===== config.mk =====
export PLATFORM = sky130hd
export DESIGN_NAME = range_sector_min_pool_core_flat
export DESIGN_NICKNAME = d
export VERILOG_FILES = /design/src/hw/rtl/rsmp_pkg.sv /design/src/hw/rtl/rsmp_if.sv /design/src/hw/rtl/rsmp_norm.sv /design/src/hw/rtl/range_sector_min_pool_core.sv /design/src/flat_wrapper.sv
export SDC_FILE = /design/constraint.sdc
export NUM_CORES = 1
export LEC_CHECK = 0
export BUFFER_PORTS_ARGS = -buffer_cell sky130_fd_sc_hd__buf_2
export CORE_ASPECT_RATIO = 0.7
export CORE_MARGIN = 1.5
export CORE_UTILIZATION = 44
export CTS_BUF_LIST = sky130_fd_sc_hd__clkbuf_2 sky130_fd_sc_hd__clkbuf_4 sky130_fd_sc_hd__clkbuf_8
export DETAILED_ROUTE_END_ITERATION = 16
export PLACE_DENSITY_LB_ADDON = 0.12
export SKIP_CTS_REPAIR_TIMING = 1
export SLEW_MARGIN = 20
export SYNTH_ARGS = -nofsm -noshare
export SYNTH_HDL_FRONTEND = slang
export SYNTH_SLANG_ARGS = --single-unit

===== constraint.sdc =====
create_clock -name clk -period 21.8 [get_ports clk]
set_input_delay 1.09 -clock clk [delete_from_list [all_inputs] [get_ports clk]]
set_output_delay 1.09 -clock clk [all_outputs]
set_load 0.01 [all_outputs]

===== src/hw/rtl/rsmp_pkg.sv =====
// Shared constants, types and helper functions of the range sector min-pool block.
package rsmp_pkg;

  localparam int unsigned NUM_SECTORS = 36;
  localparam int unsigned RANGE_WIDTH = 16;
  localparam int unsigned LEN_W       = 12;
  localparam int unsigned SECTOR_W    = $clog2(NUM_SECTORS + 1);
  localparam int unsigned MIN_W       = 14;
  localparam int unsigned VALUE_W     = 16;

  localparam int unsigned RANGE_LO   = 500;
  localparam int unsigned RANGE_HI   = 10000;
  localparam int unsigned RANGE_SPAN = RANGE_HI - RANGE_LO;
  localparam int unsigned FULL_SCALE = 65535;

  // floor(len / NUM_SECTORS) as a multiply by a rounded-up reciprocal
  localparam int unsigned SEC_SHIFT = 18;
  localparam int unsigned SEC_MUL   = ((2 ** SEC_SHIFT) + NUM_SECTORS - 1) / NUM_SECTORS;
  localparam int unsigned SEC_MUL_W = $clog2(SEC_MUL + 1);

  // (d * FULL_SCALE) / RANGE_SPAN estimate, low by at most one
  localparam int unsigned NORM_SHIFT = 24;
  localparam int unsigned NORM_MUL_W = 27;
  localparam logic [NORM_MUL_W-1:0] NORM_MUL =
    NORM_MUL_W'((64'(FULL_SCALE) << NORM_SHIFT) / 64'(RANGE_SPAN));
  localparam int unsigned PROD_W = MIN_W + NORM_MUL_W;
  localparam int unsigned REM_W  = MIN_W + VALUE_W;

  typedef struct packed {
    logic [SECTOR_W-1:0] sector;
    logic                done;
    logic                full;
  } res_meta_t;

  function automatic logic [LEN_W-1:0] sector_width(input logic [LEN_W-1:0] len);
    logic [LEN_W-1:0]           n;
    logic [LEN_W+SEC_MUL_W-1:0] prod;
    logic [LEN_W-1:0]           q;
    n    = (len == '0) ? LEN_W'(1) : len;
    prod = (LEN_W + SEC_MUL_W)'(n) * (LEN_W + SEC_MUL_W)'(SEC_MUL);
    q    = LEN_W'(prod >> SEC_SHIFT);
    if (q == '0) begin
      q = LEN_W'(1);
    end
    return q;
  endfunction

endpackage


===== src/hw/rtl/rsmp_if.sv =====
// Request channels of the range sector min-pool block: range samples in, sector results out.
interface rsmp_in_if;
  logic                              valid;
  logic                              ready;
  logic [rsmp_pkg::RANGE_WIDTH-1:0]  range_mm;
  logic                              range_finite;

  modport source (output valid, output range_mm, output range_finite, input ready);
  modport sink   (input valid, input range_mm, input range_finite, output ready);
endinterface

interface rsmp_out_if;
  logic                           valid;
  logic                           ready;
  logic [rsmp_pkg::VALUE_W-1:0]   sector_value;
  logic [rsmp_pkg::SECTOR_W-1:0]  sector_number;
  logic                           scan_done;

  modport source (output valid, output sector_value, output sector_number,
                  output scan_done, input ready);
  modport sink   (input valid, input sector_value, input sector_number,
                  input scan_done, output ready);
endinterface


===== src/hw/rtl/rsmp_norm.sv =====
// Two-step normalisation of a sector minimum to a 16-bit fraction of full scale.
module rsmp_norm (
  input  logic                         clk,
  input  logic                         rst_n,
  input  logic                         en,
  input  logic                         in_vld,
  input  logic [rsmp_pkg::MIN_W-1:0]   in_d,
  input  rsmp_pkg::res_meta_t          in_meta,
  output logic                         res_vld,
  output logic [rsmp_pkg::VALUE_W-1:0] res_value,
  output rsmp_pkg::res_meta_t          res_meta
);

  logic                          vld_r;
  logic [rsmp_pkg::MIN_W-1:0]    d_r;
  logic [rsmp_pkg::PROD_W-1:0]   prod_r;
  rsmp_pkg::res_meta_t           meta_r;

  logic [rsmp_pkg::VALUE_W-1:0]  q_est;
  logic [rsmp_pkg::REM_W-1:0]    scaled;
  logic [rsmp_pkg::REM_W-1:0]    rem;
  logic [rsmp_pkg::VALUE_W-1:0]  q_fix;

  always_ff @(posedge clk) begin
    if (!rst_n) begin
      vld_r <= 1'b0;
    end else if (en) begin
      vld_r <= in_vld;
    end
  end

  always_ff @(posedge clk) begin
    if (en) begin
      d_r    <= in_d;
      meta_r <= in_meta;
      prod_r <= rsmp_pkg::PROD_W'(in_d) * rsmp_pkg::PROD_W'(rsmp_pkg::NORM_MUL);
    end
  end

  // estimate is low by at most one; check the remainder and bump once
  always_comb begin
    q_est  = prod_r[rsmp_pkg::NORM_SHIFT +: rsmp_pkg::VALUE_W];
    scaled = (rsmp_pkg::REM_W'(d_r) << rsmp_pkg::VALUE_W) - rsmp_pkg::REM_W'(d_r);
    rem    = scaled - rsmp_pkg::REM_W'(q_est) * rsmp_pkg::REM_W'(rsmp_pkg::RANGE_SPAN);
    q_fix  = (rem >= rsmp_pkg::REM_W'(rsmp_pkg::RANGE_SPAN)) ? (q_est + 1'b1) : q_est;
  end

  assign res_vld   = vld_r;
  assign res_meta  = meta_r;
  assign res_value = meta_r.full ? rsmp_pkg::VALUE_W'(rsmp_pkg::FULL_SCALE) : q_fix;

endmodule


===== src/hw/rtl/range_sector_min_pool_core.sv =====
// Top level of the range sector min-pool block: sector tracking, flush and result register.
// Takes one range sample per cycle unless the output is held or a flush runs, and pools
// each scan into 36 sectors, reporting the nearest clamped range of every sector as a
// 16-bit fraction of 9500 mm above 500 mm. Compare and running-minimum update feed the
// first-stage register, the normalising multiply the normaliser register, its correction
// the result register. When a scan shorter than 36 samples ends, the sectors not yet
// reached are sent as 65535 one per cycle while the output is not held, and no sample is
// taken during that flush. cfg_wr_data is the scan length; 0 counts as 1, and the block must
// be idle when it is written. The output register stalls the whole pipeline when held.
module range_sector_min_pool_core (
  input  logic                          clk,
  input  logic                          rst_n,
  input  logic                          cfg_wr_en,
  input  logic [rsmp_pkg::LEN_W-1:0]    cfg_wr_data,
  rsmp_in_if.sink                       in_ch,
  rsmp_out_if.source                    out_ch
);

  localparam logic [rsmp_pkg::SECTOR_W-1:0] LAST_SECTOR =
    rsmp_pkg::SECTOR_W'(rsmp_pkg::NUM_SECTORS - 1);
  localparam logic [rsmp_pkg::SECTOR_W-1:0] SECTOR_END =
    rsmp_pkg::SECTOR_W'(rsmp_pkg::NUM_SECTORS);

  // configuration
  logic [rsmp_pkg::LEN_W-1:0]    scan_len_r;
  logic [rsmp_pkg::LEN_W-1:0]    sec_len_r;

  // scan state
  logic [rsmp_pkg::LEN_W-1:0]    sample_cnt_r, sample_cnt_nxt;
  logic [rsmp_pkg::SECTOR_W-1:0] cur_sector_r, cur_sector_nxt;
  logic [rsmp_pkg::LEN_W-1:0]    pos_r, pos_nxt;
  logic [rsmp_pkg::MIN_W-1:0]    min_r, min_nxt;
  logic                          flush_r, flush_nxt;
  logic [rsmp_pkg::SECTOR_W-1:0] flush_sec_r, flush_sec_nxt;

  // first pipeline stage
  logic                          s1_vld_r, s1_vld_nxt;
  logic [rsmp_pkg::MIN_W-1:0]    s1_d_r, s1_d_nxt;
  rsmp_pkg::res_meta_t           s1_meta_r, s1_meta_nxt;

  // result register
  logic                          out_vld_r;
  logic [rsmp_pkg::VALUE_W-1:0]  out_value_r;
  rsmp_pkg::res_meta_t           out_meta_r;

  logic                          adv;
  logic                          accept;
  logic                          active;
  logic                          last;
  logic                          close;
  logic [rsmp_pkg::MIN_W-1:0]    clamped;
  logic [rsmp_pkg::MIN_W-1:0]    min_upd;

  logic                          nrm_vld;
  logic [rsmp_pkg::VALUE_W-1:0]  nrm_value;
  rsmp_pkg::res_meta_t           nrm_meta;

  assign adv         = !out_vld_r || out_ch.ready;
  assign in_ch.ready = adv && !flush_r;
  assign accept      = in_ch.valid && in_ch.ready;

  always_ff @(posedge clk) begin
    if (!rst_n) begin
      scan_len_r <= rsmp_pkg::LEN_W'(720);
      sec_len_r  <= rsmp_pkg::sector_width(rsmp_pkg::LEN_W'(720));
    end else if (cfg_wr_en) begin
      scan_len_r <= (cfg_wr_data == '0) ? rsmp_pkg::LEN_W'(1) : cfg_wr_data;
      sec_len_r  <= rsmp_pkg::sector_width(cfg_wr_data);
    end
  end

  always_comb begin
    if (in_ch.range_mm < rsmp_pkg::RANGE_WIDTH'(rsmp_pkg::RANGE_LO)) begin
      clamped = rsmp_pkg::MIN_W'(rsmp_pkg::RANGE_LO);
    end else if (in_ch.range_mm > rsmp_pkg::RANGE_WIDTH'(rsmp_pkg::RANGE_HI)) begin
      clamped = rsmp_pkg::MIN_W'(rsmp_pkg::RANGE_HI);
    end else begin
      clamped = rsmp_pkg::MIN_W'(in_ch.range_mm);
    end
    min_upd = (in_ch.range_finite && clamped < min_r) ? clamped : min_r;
    active  = cur_sector_r < SECTOR_END;
    last    = ((rsmp_pkg::LEN_W + 1)'(sample_cnt_r) + 1'b1) >= (rsmp_pkg::LEN_W + 1)'(scan_len_r);
    close   = active &&
              ((((rsmp_pkg::LEN_W + 1)'(pos_r) + 1'b1) >= (rsmp_pkg::LEN_W + 1)'(sec_len_r))
               || last);
  end

  always_comb begin
    sample_cnt_nxt = sample_cnt_r;
    cur_sector_nxt = cur_sector_r;
    pos_nxt        = pos_r;
    min_nxt        = min_r;
    flush_nxt      = flush_r;
    flush_sec_nxt  = flush_sec_r;
    s1_vld_nxt     = 1'b0;
    s1_d_nxt       = min_upd - rsmp_pkg::MIN_W'(rsmp_pkg::RANGE_LO);
    s1_meta_nxt    = '{sector: cur_sector_r, done: cur_sector_r == LAST_SECTOR, full: 1'b0};

    if (flush_r) begin
      // send the unreached sectors of a short scan as full scale
      s1_vld_nxt  = 1'b1;
      s1_meta_nxt = '{sector: flush_sec_r, done: flush_sec_r == LAST_SECTOR, full: 1'b1};
      if (flush_sec_r == LAST_SECTOR) begin
        flush_nxt = 1'b0;
      end else begin
        flush_sec_nxt = flush_sec_r + 1'b1;
      end
    end else if (accept) begin
      if (active) begin
        if (close) begin
          s1_vld_nxt     = 1'b1;
          cur_sector_nxt = cur_sector_r + 1'b1;
          pos_nxt        = '0;
          min_nxt        = rsmp_pkg::MIN_W'(rsmp_pkg::RANGE_HI);
        end else begin
          pos_nxt = pos_r + 1'b1;
          min_nxt = min_upd;
        end
      end
      if (last) begin
        sample_cnt_nxt = '0;
        cur_sector_nxt = '0;
        pos_nxt        = '0;
        min_nxt        = rsmp_pkg::MIN_W'(rsmp_pkg::RANGE_HI);
        if (active && cur_sector_r != LAST_SECTOR) begin
          flush_nxt     = 1'b1;
          flush_sec_nxt = cur_sector_r + 1'b1;
        end
      end else begin
        sample_cnt_nxt = sample_cnt_r + 1'b1;
      end
    end
  end

  always_ff @(posedge clk) begin
    if (!rst_n) begin
      sample_cnt_r <= '0;
      cur_sector_r <= '0;
      pos_r        <= '0;
      min_r        <= rsmp_pkg::MIN_W'(rsmp_pkg::RANGE_HI);
      flush_r      <= 1'b0;
      flush_sec_r  <= '0;
      s1_vld_r     <= 1'b0;
      out_vld_r    <= 1'b0;
    end else if (adv) begin
      sample_cnt_r <= sample_cnt_nxt;
      cur_sector_r <= cur_sector_nxt;
      pos_r        <= pos_nxt;
      min_r        <= min_nxt;
      flush_r      <= flush_nxt;
      flush_sec_r  <= flush_sec_nxt;
      s1_vld_r     <= s1_vld_nxt;
      out_vld_r    <= nrm_vld;
    end
  end

  always_ff @(posedge clk) begin
    if (adv) begin
      s1_d_r      <= s1_d_nxt;
      s1_meta_r   <= s1_meta_nxt;
      out_value_r <= nrm_value;
      out_meta_r  <= nrm_meta;
    end
  end

  rsmp_norm u_norm (
    .clk       (clk),
    .rst_n     (rst_n),
    .en        (adv),
    .in_vld    (s1_vld_r),
    .in_d      (s1_d_r),
    .in_meta   (s1_meta_r),
    .res_vld   (nrm_vld),
    .res_value (nrm_value),
    .res_meta  (nrm_meta)
  );

  assign out_ch.valid         = out_vld_r;
  assign out_ch.sector_value  = out_value_r;
  assign out_ch.sector_number = out_meta_r.sector;
  assign out_ch.scan_done     = out_meta_r.done;

  a_flush_after_restart: assert property (@(posedge clk) disable iff (!rst_n)
    flush_r |-> (sample_cnt_r == '0 && cur_sector_r == '0 && flush_sec_r != '0))
    else $error("flush running without a restarted scan");

  a_sector_bound: assert property (@(posedge clk) disable iff (!rst_n)
    cur_sector_r <= SECTOR_END && flush_sec_r <= LAST_SECTOR)
    else $error("sector counter beyond the last sector");

  a_done_on_last: assert property (@(posedge clk) disable iff (!rst_n)
    (out_vld_r && out_meta_r.done) |-> out_meta_r.sector == LAST_SECTOR)
    else $error("scan end flagged on a sector other than the last");

  a_full_value: assert property (@(posedge clk) disable iff (!rst_n)
    (out_vld_r && out_meta_r.full) |->
      out_value_r == rsmp_pkg::VALUE_W'(rsmp_pkg::FULL_SCALE))
    else $error("unreached sector not reported as full scale");

endmodule


===== src/flat_wrapper.sv =====
// flat-port wrapper written by rule: the top's interface ports become plain ports
module range_sector_min_pool_core_flat 
  (clk, rst_n, cfg_wr_en, cfg_wr_data, in_ch_valid, in_ch_range_mm, in_ch_range_finite, in_ch_ready, out_ch_valid, out_ch_sector_value, out_ch_sector_number, out_ch_scan_done, out_ch_ready);
  rsmp_in_if in_ch_i ();
  rsmp_out_if out_ch_i ();
  input  logic clk;
  input  logic rst_n;
  input  logic cfg_wr_en;
  input  logic [rsmp_pkg::LEN_W-1:0] cfg_wr_data;
  input wire logic [$bits(in_ch_i.valid)-1:0] in_ch_valid;
  input wire logic [$bits(in_ch_i.range_mm)-1:0] in_ch_range_mm;
  input wire logic [$bits(in_ch_i.range_finite)-1:0] in_ch_range_finite;
  output wire logic [$bits(in_ch_i.ready)-1:0] in_ch_ready;
  output wire logic [$bits(out_ch_i.valid)-1:0] out_ch_valid;
  output wire logic [$bits(out_ch_i.sector_value)-1:0] out_ch_sector_value;
  output wire logic [$bits(out_ch_i.sector_number)-1:0] out_ch_sector_number;
  output wire logic [$bits(out_ch_i.scan_done)-1:0] out_ch_scan_done;
  input wire logic [$bits(out_ch_i.ready)-1:0] out_ch_ready;
  assign in_ch_i.valid = in_ch_valid;
  assign in_ch_i.range_mm = in_ch_range_mm;
  assign in_ch_i.range_finite = in_ch_range_finite;
  assign in_ch_ready = in_ch_i.ready;
  assign out_ch_valid = out_ch_i.valid;
  assign out_ch_sector_value = out_ch_i.sector_value;
  assign out_ch_sector_number = out_ch_i.sector_number;
  assign out_ch_scan_done = out_ch_i.scan_done;
  assign out_ch_i.ready = out_ch_ready;
  range_sector_min_pool_core u_core (.clk(clk), .rst_n(rst_n), .cfg_wr_en(cfg_wr_en), .cfg_wr_data(cfg_wr_data), .in_ch(in_ch_i), .out_ch(out_ch_i));
endmodule

== Yosys cells after proc, flatten, opt, wreduce, memory -nomap -nowiden ==
Index checks and enable logic that the tools add are counted.

* Bitwise operators: 1
* $mul: 3
* Equality and inequality tests: 4
* $lt $le $gt $ge: 7
* Reduce and logical (&&, ||, !) cells: 20
* Multiplexer cells: 31
* Add/subtract/negate cells: 10

{| class="wikitable"
|+ Operator list
! kind !! number
|-
| $mux 14 || 6
|-
| $mux 12 || 5
|-
| $mux 6 || 8
|-
| $mul 14x25->38 const B || 1
|-
| $ge 30x14->1 const B || 1
|-
| $sub 30x14->30 || 1
|-
| $sub 30x30->30 || 1
|-
| $mul 16x12->28 const B || 1
|-
| $add 12x1->13 const B || 2
|-
| $ge 13x12->1 || 2
|-
| $add 12x1->12 const B || 2
|-
| $logic_not 12->1 || 2
|-
| $mul 12x12->24 const B || 1
|-
| $add 16x1->16 const B || 1
|-
| $gt 16x14->1 const B || 1
|-
| $lt 16x9->1 const B || 1
|-
| $mux 16 || 1
|-
| $lt 14x14->1 || 1
|-
| $sub 14x9->14 const B || 1
|-
| $add 6x1->6 const B || 2
|-
| $eq 6x6->1 const B || 2
|-
| $reduce_and 5->1 || 2
|-
| $reduce_bool 2->1 || 5
|-
| $mux 1 || 9
|-
| 11 further kinds || 17
|}

* Output and inout port bits: 25
* Input port bits: 34
* Bits in registers: 183
* Logic and storage cells: 99

== Logic depth before layout (Yosys ltp) ==
Gate-level depths: netlist of run 1.

* Depth in word-level cells: 9
* Depth in mapped cells: 34
* Gate-level depth less buffers: 33

== Hierarchy ==
From an unflattened synthesis of run 1, not the netlist that was laid out.

* Cells, all modules: 2,243
* Area total of the unflattened synthesis: 21,325.5 µm²

{| class="wikitable"
|+ By module, submodules not included
! module !! seq. area each (µm²) !! cells each !! area an instance (µm²) !! times used
|-
| rsmp_norm || 1,161.1 || 1,351 || 12,954.9 || 1
|-
| range_sector_min_pool_core || 2,792.7 || 892 || 8,370.5 || 1
|}

== Worst setup path after synthesis of run 1 ==
No wires, ideal clock.

* Kind: reg-to-reg
* Start point: reg u_core.u_norm.prod_r[32] (netlist bit)
* End point: reg u_core.out_value_r, in the netlist u_core.out_ch.sector_value[9] (data pin)
* Cell stages (with the launch flop): 32
* Data required time: 21,524 ps
* Slack: 14,135 ps
* Clock period less this slack: 7,665 ps
* Setup time: 276 ps
* Buffers on the path: 0
* Arrival time: 7,389 ps
* Path through: edfxtp_1 -> ha_1 -> ha_1 -> fa_1 -> fa_1 -> inv_1 -> fa_1 -> inv_1 -> ha_1 -> a21oi_1 -> o21ba_2 -> nor3b_1 -> nand2b_1 -> o21ai_0 -> o21bai_1 -> a311o_1 -> a21o_1 -> a21oi_1 -> xnor2_1 -> ha_1 -> inv_1 -> ha_1 -> and3_1 -> a32oi_1 -> nor2_1 -> nor4_1 -> o211a_1 -> nand4_1 -> nor4_4 -> a31oi_2 -> a311oi_1 -> a41oi_1

* Cells in the longest elaborated chain, start to end: 4
* Elaborated cells between the ends (all ways): 5
* Classes of those cells: 2 x add/sub; 1 x mul; 1 x order compare; 1 x mux

{| class="wikitable"
|+ RTL lines
! what !! RTL line !! text
|-
| start, declared || rsmp_norm.sv:16 || <nowiki>logic [rsmp_pkg::PROD_W-1:0] prod_r;</nowiki>
|-
| start signal, assigned || rsmp_norm.sv:36 || <nowiki>prod_r <= rsmp_pkg::PROD_W'(in_d) * rsmp_pkg::PROD_W'(rsmp_pkg::NORM_MUL);</nowiki>
|-
| $mul 16x12->28 || rsmp_norm.sv:44 || <nowiki>rem = scaled - rsmp_pkg::REM_W'(q_est) * rsmp_pkg::REM_W'(rsmp_pkg::RANGE_SPAN);</nowiki>
|-
| $sub 30x30->30 || rsmp_norm.sv:44 ||
|-
| $ge 30x14->1 || rsmp_norm.sv:45 || <nowiki>q_fix = (rem >= rsmp_pkg::REM_W'(rsmp_pkg::RANGE_SPAN)) ? (q_est + 1'b1) : q_est;</nowiki>
|-
| $mux 16 (*) || rsmp_norm.sv:45 ||
|-
| end signal, assigned || range_sector_min_pool_core.sv:161 || <nowiki>out_value_r <= nrm_value;</nowiki>
|-
| end, declared || range_sector_min_pool_core.sv:43 || <nowiki>logic [rsmp_pkg::VALUE_W-1:0] out_value_r;</nowiki>
|}

Mark *: on every way between the ends. The rest lies on a longest branch, timed or not.
A chain may end at the register's enable or synchronous reset.

== Final worst setup path of run 1 ==
* Start point: reg u_core.u_norm.prod_r[34] (netlist bit)
* End point: reg u_core.out_value_r, in the netlist u_core.out_ch.sector_value[9] (data pin)

* Cells in the longest elaborated chain, start to end: 4

{| class="wikitable"
|+ RTL lines
! what !! RTL line
|-
| $mul 16x12->28 || rsmp_norm.sv:44
|-
| $sub 30x30->30 || rsmp_norm.sv:44
|-
| $ge 30x14->1 || rsmp_norm.sv:45
|-
| $mux 16 || rsmp_norm.sv:45
|}

No other way between the ends.

==> flow_summary.toml, run 1 <==
[global_route]
grt_max_degree = 46
track_usage = 0.216
grt_pass1_vias = 15300
antenna_found_initial = 0
grt_overflow = 0
grt_pass1_wl_microns = 82300

[routing]
wirelength_microns = 50500
met1Wirelength_microns = 26100
routed.top_layer = "met4"
first_iter_violations = 943
ant_nets = 0
drtPass1Iterations = 7
vias = 15100
route.met2.wl_microns = 21700
routed-wl-met3_microns = 2040
drc = 0
viasPerCell = 5.33
wire_per_inst_microns = 17.8

[cts]
cts_sinks = 156
cts_tree = "built"
h-tree-depth = 4
clkLatencyLatePin_ps = 490
clockBufferDepth = 2
numCtsBuffers = 17
cts-root-buf = "clkbuf_8"
path_clk_slew_ps = 110

[critical_path]
worst_path_max_delay_cell = "edfxtp_1"
cp_max_fo = 10
cp_top_family = "adder cells"
cp_slowest_stage_delay_ps = 660
endpoint_kind = "flop"
cp_common_cell = "ha_1"
startpoint = "u_core.u_norm.prod_r[34]"
reg2reg_from = "u_core.u_norm.prod_r[34]"
startpoint_type = "flop"
worstPathRequired_ps = 22030
arrival_ps = 8880
crit_buf_inv = 3
critPathKind = "flop to flop"

[sta]
setup_viol = 0
timing.final.crit_share = 0.397
post-route-min-period_ps = 8650
slew_headroom = 0.400
max_freq_ghz = 0.116
tightestPinTransition_ps = 899
fin_skew_ps = 22.8
fin_setup_tns_ps = 0
hold_viol = 0
rsz0062_at_grt = "false"
slew_violations = 0

[yosys]
ys_warn_count = 0
synth_top_cell_by_area = "ha_1"
synth_flop_cell = "edfxtp_1"
async_reset_ff_frac = 0
netlist_area_sq_um = 20800
avgSynthCellArea_sq_um = 9.63
synthTopCellsByArea = "ha_1 (23%), fa_1 (22%), edfxtp_1 (12%)"
syn_nets = 2807
ys_ff_latch = 156
yosysMostFrequentCell = "inv_1"
synth_cell_type_count = 81
ys_seq_area_frac = 0.190
synthCells = 2163
synth-edff-count = 83
yosysTopAreaCellShare = 0.231
synth_common_cells = "inv_1 (425), ha_1 (385), fa_1 (225)"

[outcome]
status = "complete, no violations"

[floorplanning]
die_h_microns = 185
ios = 59
die-area_sq_um = 48700
core_area_sq_um = 46600
initial_core_util = 0.447
rows = 66
fp.dieW_microns = 263

[placed_design]
place_hpwl_microns = 42700
port_buffers = 58
place_congestion = 0.905

[finish]
diodes = 0
nFillCells = 4508
nNetsFinal = 2853
drive_above_1_share = 0.0585
multi_input_area_sq_um = 15100
seqCellArea_sq_um = 3950
area_delta_synth_final_pct = 6.61

[hold_path]
min_from = "u_core.s1_meta_r[1]"
hold_class = "flop to flop"

[run]
drv_cap = 0
[flip-flops by register name (all words and copies together), names as in the netlist]
| register | count |
|---|---|
| u_core.out_ch.sector_value | 16 |
| u_core.u_norm.prod_r | 16 |
| u_core.min_r | 14 |
| u_core.s1_d_r | 14 |
| u_core.u_norm.d_r | 14 |
| u_core.pos_r | 12 |
| u_core.sample_cnt_r | 12 |
| u_core.scan_len_r | 12 |
| u_core.s1_meta_r | 8 |
| u_core.u_norm.res_meta | 8 |
| u_core.sec_len_r | 7 |
| u_core.cur_sector_r | 6 |
| u_core.flush_sec_r | 6 |
| u_core.out_ch.sector_number | 6 |
| u_core.flush_r | 1 |
| u_core.out_ch.scan_done | 1 |
| u_core.out_ch.valid | 1 |
| u_core.s1_vld_r | 1 |
| u_core.u_norm.res_vld | 1 |
[layout by cell type (no fill, tap or decap), types with 6 or more instances in the layout]
cell type	instances
a211oi_1	7
a21o_1	45
a21oi_1	112
a22oi_1	8
a311oi_1	8
a31oi_1	17
and2_1	18
and3_1	30
buf_2	58
buf_4	8
clkbuf_8	17
dfxtp_1	73
edfxtp_1	83
fa_1	225
ha_1	385
inv_1	424
mux2_2	7
mux2i_1	22
nand2_1	105
nand2b_1	18
nand3_1	35
nand4_1	21
nor2_1	107
nor2b_1	16
nor3_1	23
nor3b_1	6
o211ai_1	13
o21a_1	17
o21ai_0	68
o21ai_1	11
o21bai_1	8
o22ai_1	7
or3_1	13
or4_1	6
xnor2_1	63
xor2_1	38
[stage by stage]
step,setup slack (ps),hold WS (ps),cell area [sq um],util,instances
3_3_place_gp,13440,406,21800,0.468,2802
3_5_place_dp,13270,406,21800,0.468,2802
5_1_grt,12560,441,22200,0.477,2834
4_1_cts,13200,430,22200,0.477,2834
2_1_floorplan,14140,400,20800,-,2163
6_report,13150,430,22200,0.477,2834
[path summary, 6_finish.rpt]
| kind | to | slack (ps) | depth (start not counted) |
|---|---|---|---|
| max | u_core.out_ch.sector_value[9] | 13150 | 31 |
| min | u_core.u_norm.res_meta[1] | 430 | 0 |
| max reg2reg | u_core.out_ch.sector_value[9] | 13150 | 31 |
| min reg2reg | u_core.u_norm.res_meta[1] | 430 | 0 |
[layout make-up]
type,count,share of cell area
inverter,426,0.0721
tap,612,0.0345
multi-input combinational,1542,0.681
clock inverter,15,0.00772
timing repair buffer,66,0.0158
clock buffer,17,0.0105
sequential,156,0.178
[logic make-up after synthesis]
logic type,share of synthesized area
adders and majority gates,0.448
buffers and inverters,0.0840
and+or+nand+nor,0.102
AOI/OAI and AO/OA,0.119
DFF,0.190
xor gates and xnor gates,0.0433
muxes,0.0144
[routing by layer]
layer | vias up | GRT usage
met5 | - | 0
met4 | 0 | 0.0425
met3 | 38 | 0.0254
met2 | 279 | 0.333
met1 | 7376 | 0.324
li1 | 7399 | -
Power of run 1 is not shown: default switching activity piles up to over one toggle a cycle in this logic, so the estimate is an artifact.
==> inputs of run 2 (changes only) <==
==> constraint.sdc (replaced) <==
create_clock -name clk -period 8.8 [get_ports clk]
set_input_delay 0.44 -clock clk [delete_from_list [all_inputs] [get_ports clk]]
set_output_delay 0.44 -clock clk [all_outputs]
set_load 0.01 [all_outputs]
==> flow_summary.toml, run 2 (synthesized netlist as in run 1, its figures left out) <==
[placed_design]
pre_cts_slack_ps = 212
port_buffers = 58
place_congestion = 0.902
place_hpwl_microns = 42900
placedCellCount = 2816

[finish]
area_delta_synth_final_pct = 7.23
stdcell_count = 2851
mostFrequentLayoutCells = "inv_1 (424), ha_1 (385), fa_1 (225)"
nNetsFinal = 2870
drive_above_1_share = 0.0657
diodes = 0
final_common_cell = "inv_1"

[routing]
drtPass1Iterations = 5
met1Wirelength_microns = 26600
wirelength_microns = 50800
routed.top_layer = "met4"
routed-wl-met3_microns = 1630
vias = 15000
wire_per_inst_microns = 17.8
drc = 0
route.met2.wl_microns = 22100
viasPerCell = 5.27
ant_nets = 0
first_iter_violations = 884

[cts]
cts-root-buf = "clkbuf_8"
cts_tree = "built"
path_clk_slew_ps = 100
h-tree-depth = 4
numCtsBuffers = 17
clkLatencyLatePin_ps = 490
cts_sinks = 156
clockBufferDepth = 2

[critical_path]
arrival_ps = 8490
cp_max_fo = 10
endpoint_kind = "flop"
cp_common_cell = "ha_1"
worst_path_max_delay_cell = "edfxtp_1"
worstPathRequired_ps = 9020
critPathKind = "flop to flop"
startpoint_type = "flop"
cp_slowest_stage_delay_ps = 620

[hold_path]
hold_class = "primary input to flop"

[global_route]
grt_max_degree = 69
grt_overflow = 0
track_usage = 0.218
grt_pass1_wl_microns = 83100
antenna_found_initial = 0
grt_pass1_vias = 15300

[floorplanning]
die_h_microns = 185
initial_core_util = 0.447
ios = 59
rows = 66
core_area_sq_um = 46600
die-area_sq_um = 48700
fp.dieW_microns = 263

[sta]
slew_headroom = 0.375
post-route-min-period_ps = 8280
tightestPinTransition_ps = 936
hold_viol = 0
finalWorstSetupSlack_ps = 525
setup_viol = 0
fin_setup_tns_ps = 0
slew_violations = 0
max_freq_ghz = 0.121
timing.final.crit_share = 0.940
fin_skew_ps = 23.8
rsz0062_at_grt = "false"

[run]
drv_cap = 0

[outcome]
status = "complete, no violations"
==> run 2: changes by cell type in the layout (fill, tap and decap cells not counted), sizes merged <==
cell and delta:
inv -1, buf +17, clkinv +1
==> run 2: final cells by class <==
type	count	area (sq um)
clock buffers	17	234
clock inverters	15	174
fillers	4464	24200
inverters	426	1600
multi-input cells	1542	15100
flip-flops and latches	156	3950
well taps	612	766
repair buffers	83	478
==> run 2: per-layer routing <==
metal | up-vias | track usage
met5 | - | 0
met4 | 0 | 0.0345
met3 | 28 | 0.0290
met2 | 212 | 0.343
met1 | 7351 | 0.325
li1 | 7424 | -
==> run 2: path summary, 6_finish.rpt <==
check	from	endpoint	slack, ps	depth (start not counted)
worst max-delay path	u_core.u_norm.prod_r[29]	u_core.out_ch.sector_value[8]	520	31
worst min-delay path	in_ch_valid	u_core.s1_vld_r	260	3
worst max register to register	u_core.u_norm.prod_r[29]	u_core.out_ch.sector_value[8]	520	31
worst min register to register	u_core.s1_meta_r[4]	u_core.u_norm.res_meta[4]	430	0
==> run 2: through the flow <==
| stage | hold WS, ps | instance area (sq um) | utilization |
|---|---|---|---|
| global route | 246 | 22300 | 0.479 |
| finish | 264 | 22300 | 0.479 |
| detailed placement | 405 | 21900 | 0.470 |
| floorplan | 400 | 20800 | - |
| global placement | 403 | 21900 | 0.470 |
| CTS | 232 | 22300 | 0.479 |
==> run 2: critical path: cells and delay by family, from the launching register on <==
kind / cells / cell delay [ps]
buffers and inverters: 4 / 360
adders and majority gates: 7 / 2980
xor gates and xnor gates: 1 / 110
and+or+nand+nor: 7 / 1310
AOI/OAI and AO/OA: 12 / 2620
DFF: 1 / 620
Power of run 2 is left out for the same reason.
==> inputs of run 3 (changes only) <==
--- a/config.mk
+++ b/config.mk
@@ -16,4 +16,5 @@
 export SLEW_MARGIN = 20
 export SYNTH_ARGS = -nofsm -noshare
 export SYNTH_HDL_FRONTEND = slang
+export SYNTH_HIERARCHICAL = 1
 export SYNTH_SLANG_ARGS = --single-unit
==> flow_summary.toml, run 3 <==
[outcome]
status = "complete, no violations"

[cts]
cts_sinks = 156
path_clk_slew_ps = 110
clkLatencyLatePin_ps = 520
cts_tree = "built"
h-tree-depth = 4
numCtsBuffers = 17
cts-root-buf = "clkbuf_8"
clockBufferDepth = 2

[floorplanning]
rows = 67
ios = 59
initial_core_util = 0.446
core_area_sq_um = 47900
die-area_sq_um = 49800
fp.dieW_microns = 266
die_h_microns = 187

[placed_design]
place_congestion = 0.930
port_buffers = 58
place_hpwl_microns = 43700

[routing]
ant_nets = 0
first_iter_violations = 1080
vias = 15300
wire_per_inst_microns = 17.4
wirelength_microns = 51600
viasPerCell = 5.15
drtPass1Iterations = 5
drc = 0

[yosys]
syn_nets = 2888
async_reset_ff_frac = 0
ys_ff_latch = 156
synth_flop_cell = "edfxtp_1"
synth_cell_type_count = 87
yosysTopAreaCellShare = 0.226
synth_common_cells = "inv_1 (451), ha_1 (386), fa_1 (225)"
synth-edff-count = 83
netlist_area_sq_um = 21300
synth_top_cell_by_area = "ha_1"
ys_warn_count = 6
synthCells = 2243
avgSynthCellArea_sq_um = 9.51
synthTopCellsByArea = "ha_1 (23%), fa_1 (21%), edfxtp_1 (12%)"
yosysMostFrequentCell = "inv_1"
ys_seq_area_frac = 0.185

[sta]
rsz0062_at_grt = "false"
post-route-min-period_ps = 8340
slew_headroom = 0.330
timing.final.crit_share = 0.948
setup_viol = 0
tightestPinTransition_ps = 1000
whs_ps = 287
slew_violations = 0
max_freq_ghz = 0.120
hold_viol = 0
fin_skew_ps = 23.0

[critical_path]
worst_path_max_delay_cell = "fa_1"
cp_slowest_stage_delay_ps = 570
worstPathRequired_ps = 9050
arrival_ps = 8590
endpoint_kind = "flop"
critPathKind = "flop to flop"
cp_max_fo = 23
startpoint_type = "flop"

[global_route]
grt_max_degree = 77
grt_pass1_vias = 15400
grt_pass1_wl_microns = 84000
grt_overflow = 0
track_usage = 0.214
antenna_found_initial = 0

[hold_path]
hold_class = "primary input to flop"

[finish]
drive_above_1_share = 0.0670
diodes = 0
mostFrequentLayoutCells = "inv_1 (450), ha_1 (386), fa_1 (225)"
final_common_cell = "inv_1"
nNetsFinal = 2945
area_delta_synth_final_pct = 7.26

[run]
drv_cap = 0
run 3: cell types whose count changed after synthesis, sizes merged, moves of 8 or more:
cell     before  now
a211oi        7   17
a31oi        19   11
nand2b       18   33
inv         425  451
nor2b        16   37
and2         18   30
nor2        107   99
a21oi       112  101
a21boi        1   17
and3         30   20
a21o         45   30
o2bb2ai       0    8
buf           4   15
run 3: stage by stage:
step,setup slack (ps),TNS (ps),instance area [sq um],util,std cells
finish,461,0,22900,0.478,2968
global route,16.3,0,22900,0.478,2968
CTS,-103,-613,22800,0.476,2967
detailed placement,-61.3,-269,22400,0.468,2935
global placement,80.3,0,22400,0.468,2935
floorplan,777,0,21300,-,2243
run 3: worst paths after layout:
path / start / endpoint / slack (ps) / cells after the start
setup / recovery: u_core/u_norm/prod_r[28] / u_core/out_ch.sector_value[10] / 460 / 34
hold / removal: cfg_wr_data[1] / u_core/scan_len_r[1] / 290 / 3
setup reg to reg: u_core/u_norm/prod_r[28] / u_core/out_ch.sector_value[10] / 460 / 34
hold reg to reg: u_core/u_norm/res_meta[1] / u_core/out_ch.scan_done / 410 / 0
run 3: worst max-delay path, delay by kind of cell, from the launching register on:
| family | cells | cell delay [ps] |
|---|---|---|
| simple gates | 6 | 1410 |
| buf+inv | 6 | 470 |
| fa+ha+maj | 8 | 3120 |
| xor+xnor | 1 | 100 |
| flops | 1 | 410 |
| compound gates | 13 | 2550 |
run 3: metal layers:
| metal | track usage | part of all wire |
|---|---|---|
| met3 | 0.0412 | 0.055 |
| met2 | 0.302 | 0.40 |
| met5 | 0 | 0 |
| met1 | 0.342 | 0.54 |
| met4 | 0.0295 | 0.0051 |
run 3: layout make-up:
cell class                      instances  area (sq um)
Multi-Input combinational cell       1590         15500
Sequential cell                       156          3950
Inverter                              451          1690
Timing Repair Buffer                   84           485
Clock buffer                           19           249
Tap cell                              655           820
Fill cell                            4569         25000
Clock inverter                         13           158
run 3: cell families (layout without fill, tap and decap cells):
logic type,Yosys count,count (layout),share of synthesized area
flops,156,156,0.185
fa+ha+maj,611,611,0.438
compound gates,399,399,0.126
xor+xnor,93,93,0.0382
mux,22,22,0.0107
simple gates,465,465,0.112
buf+inv,497,567,0.0899
Power of run 3 is left out for the same reason.
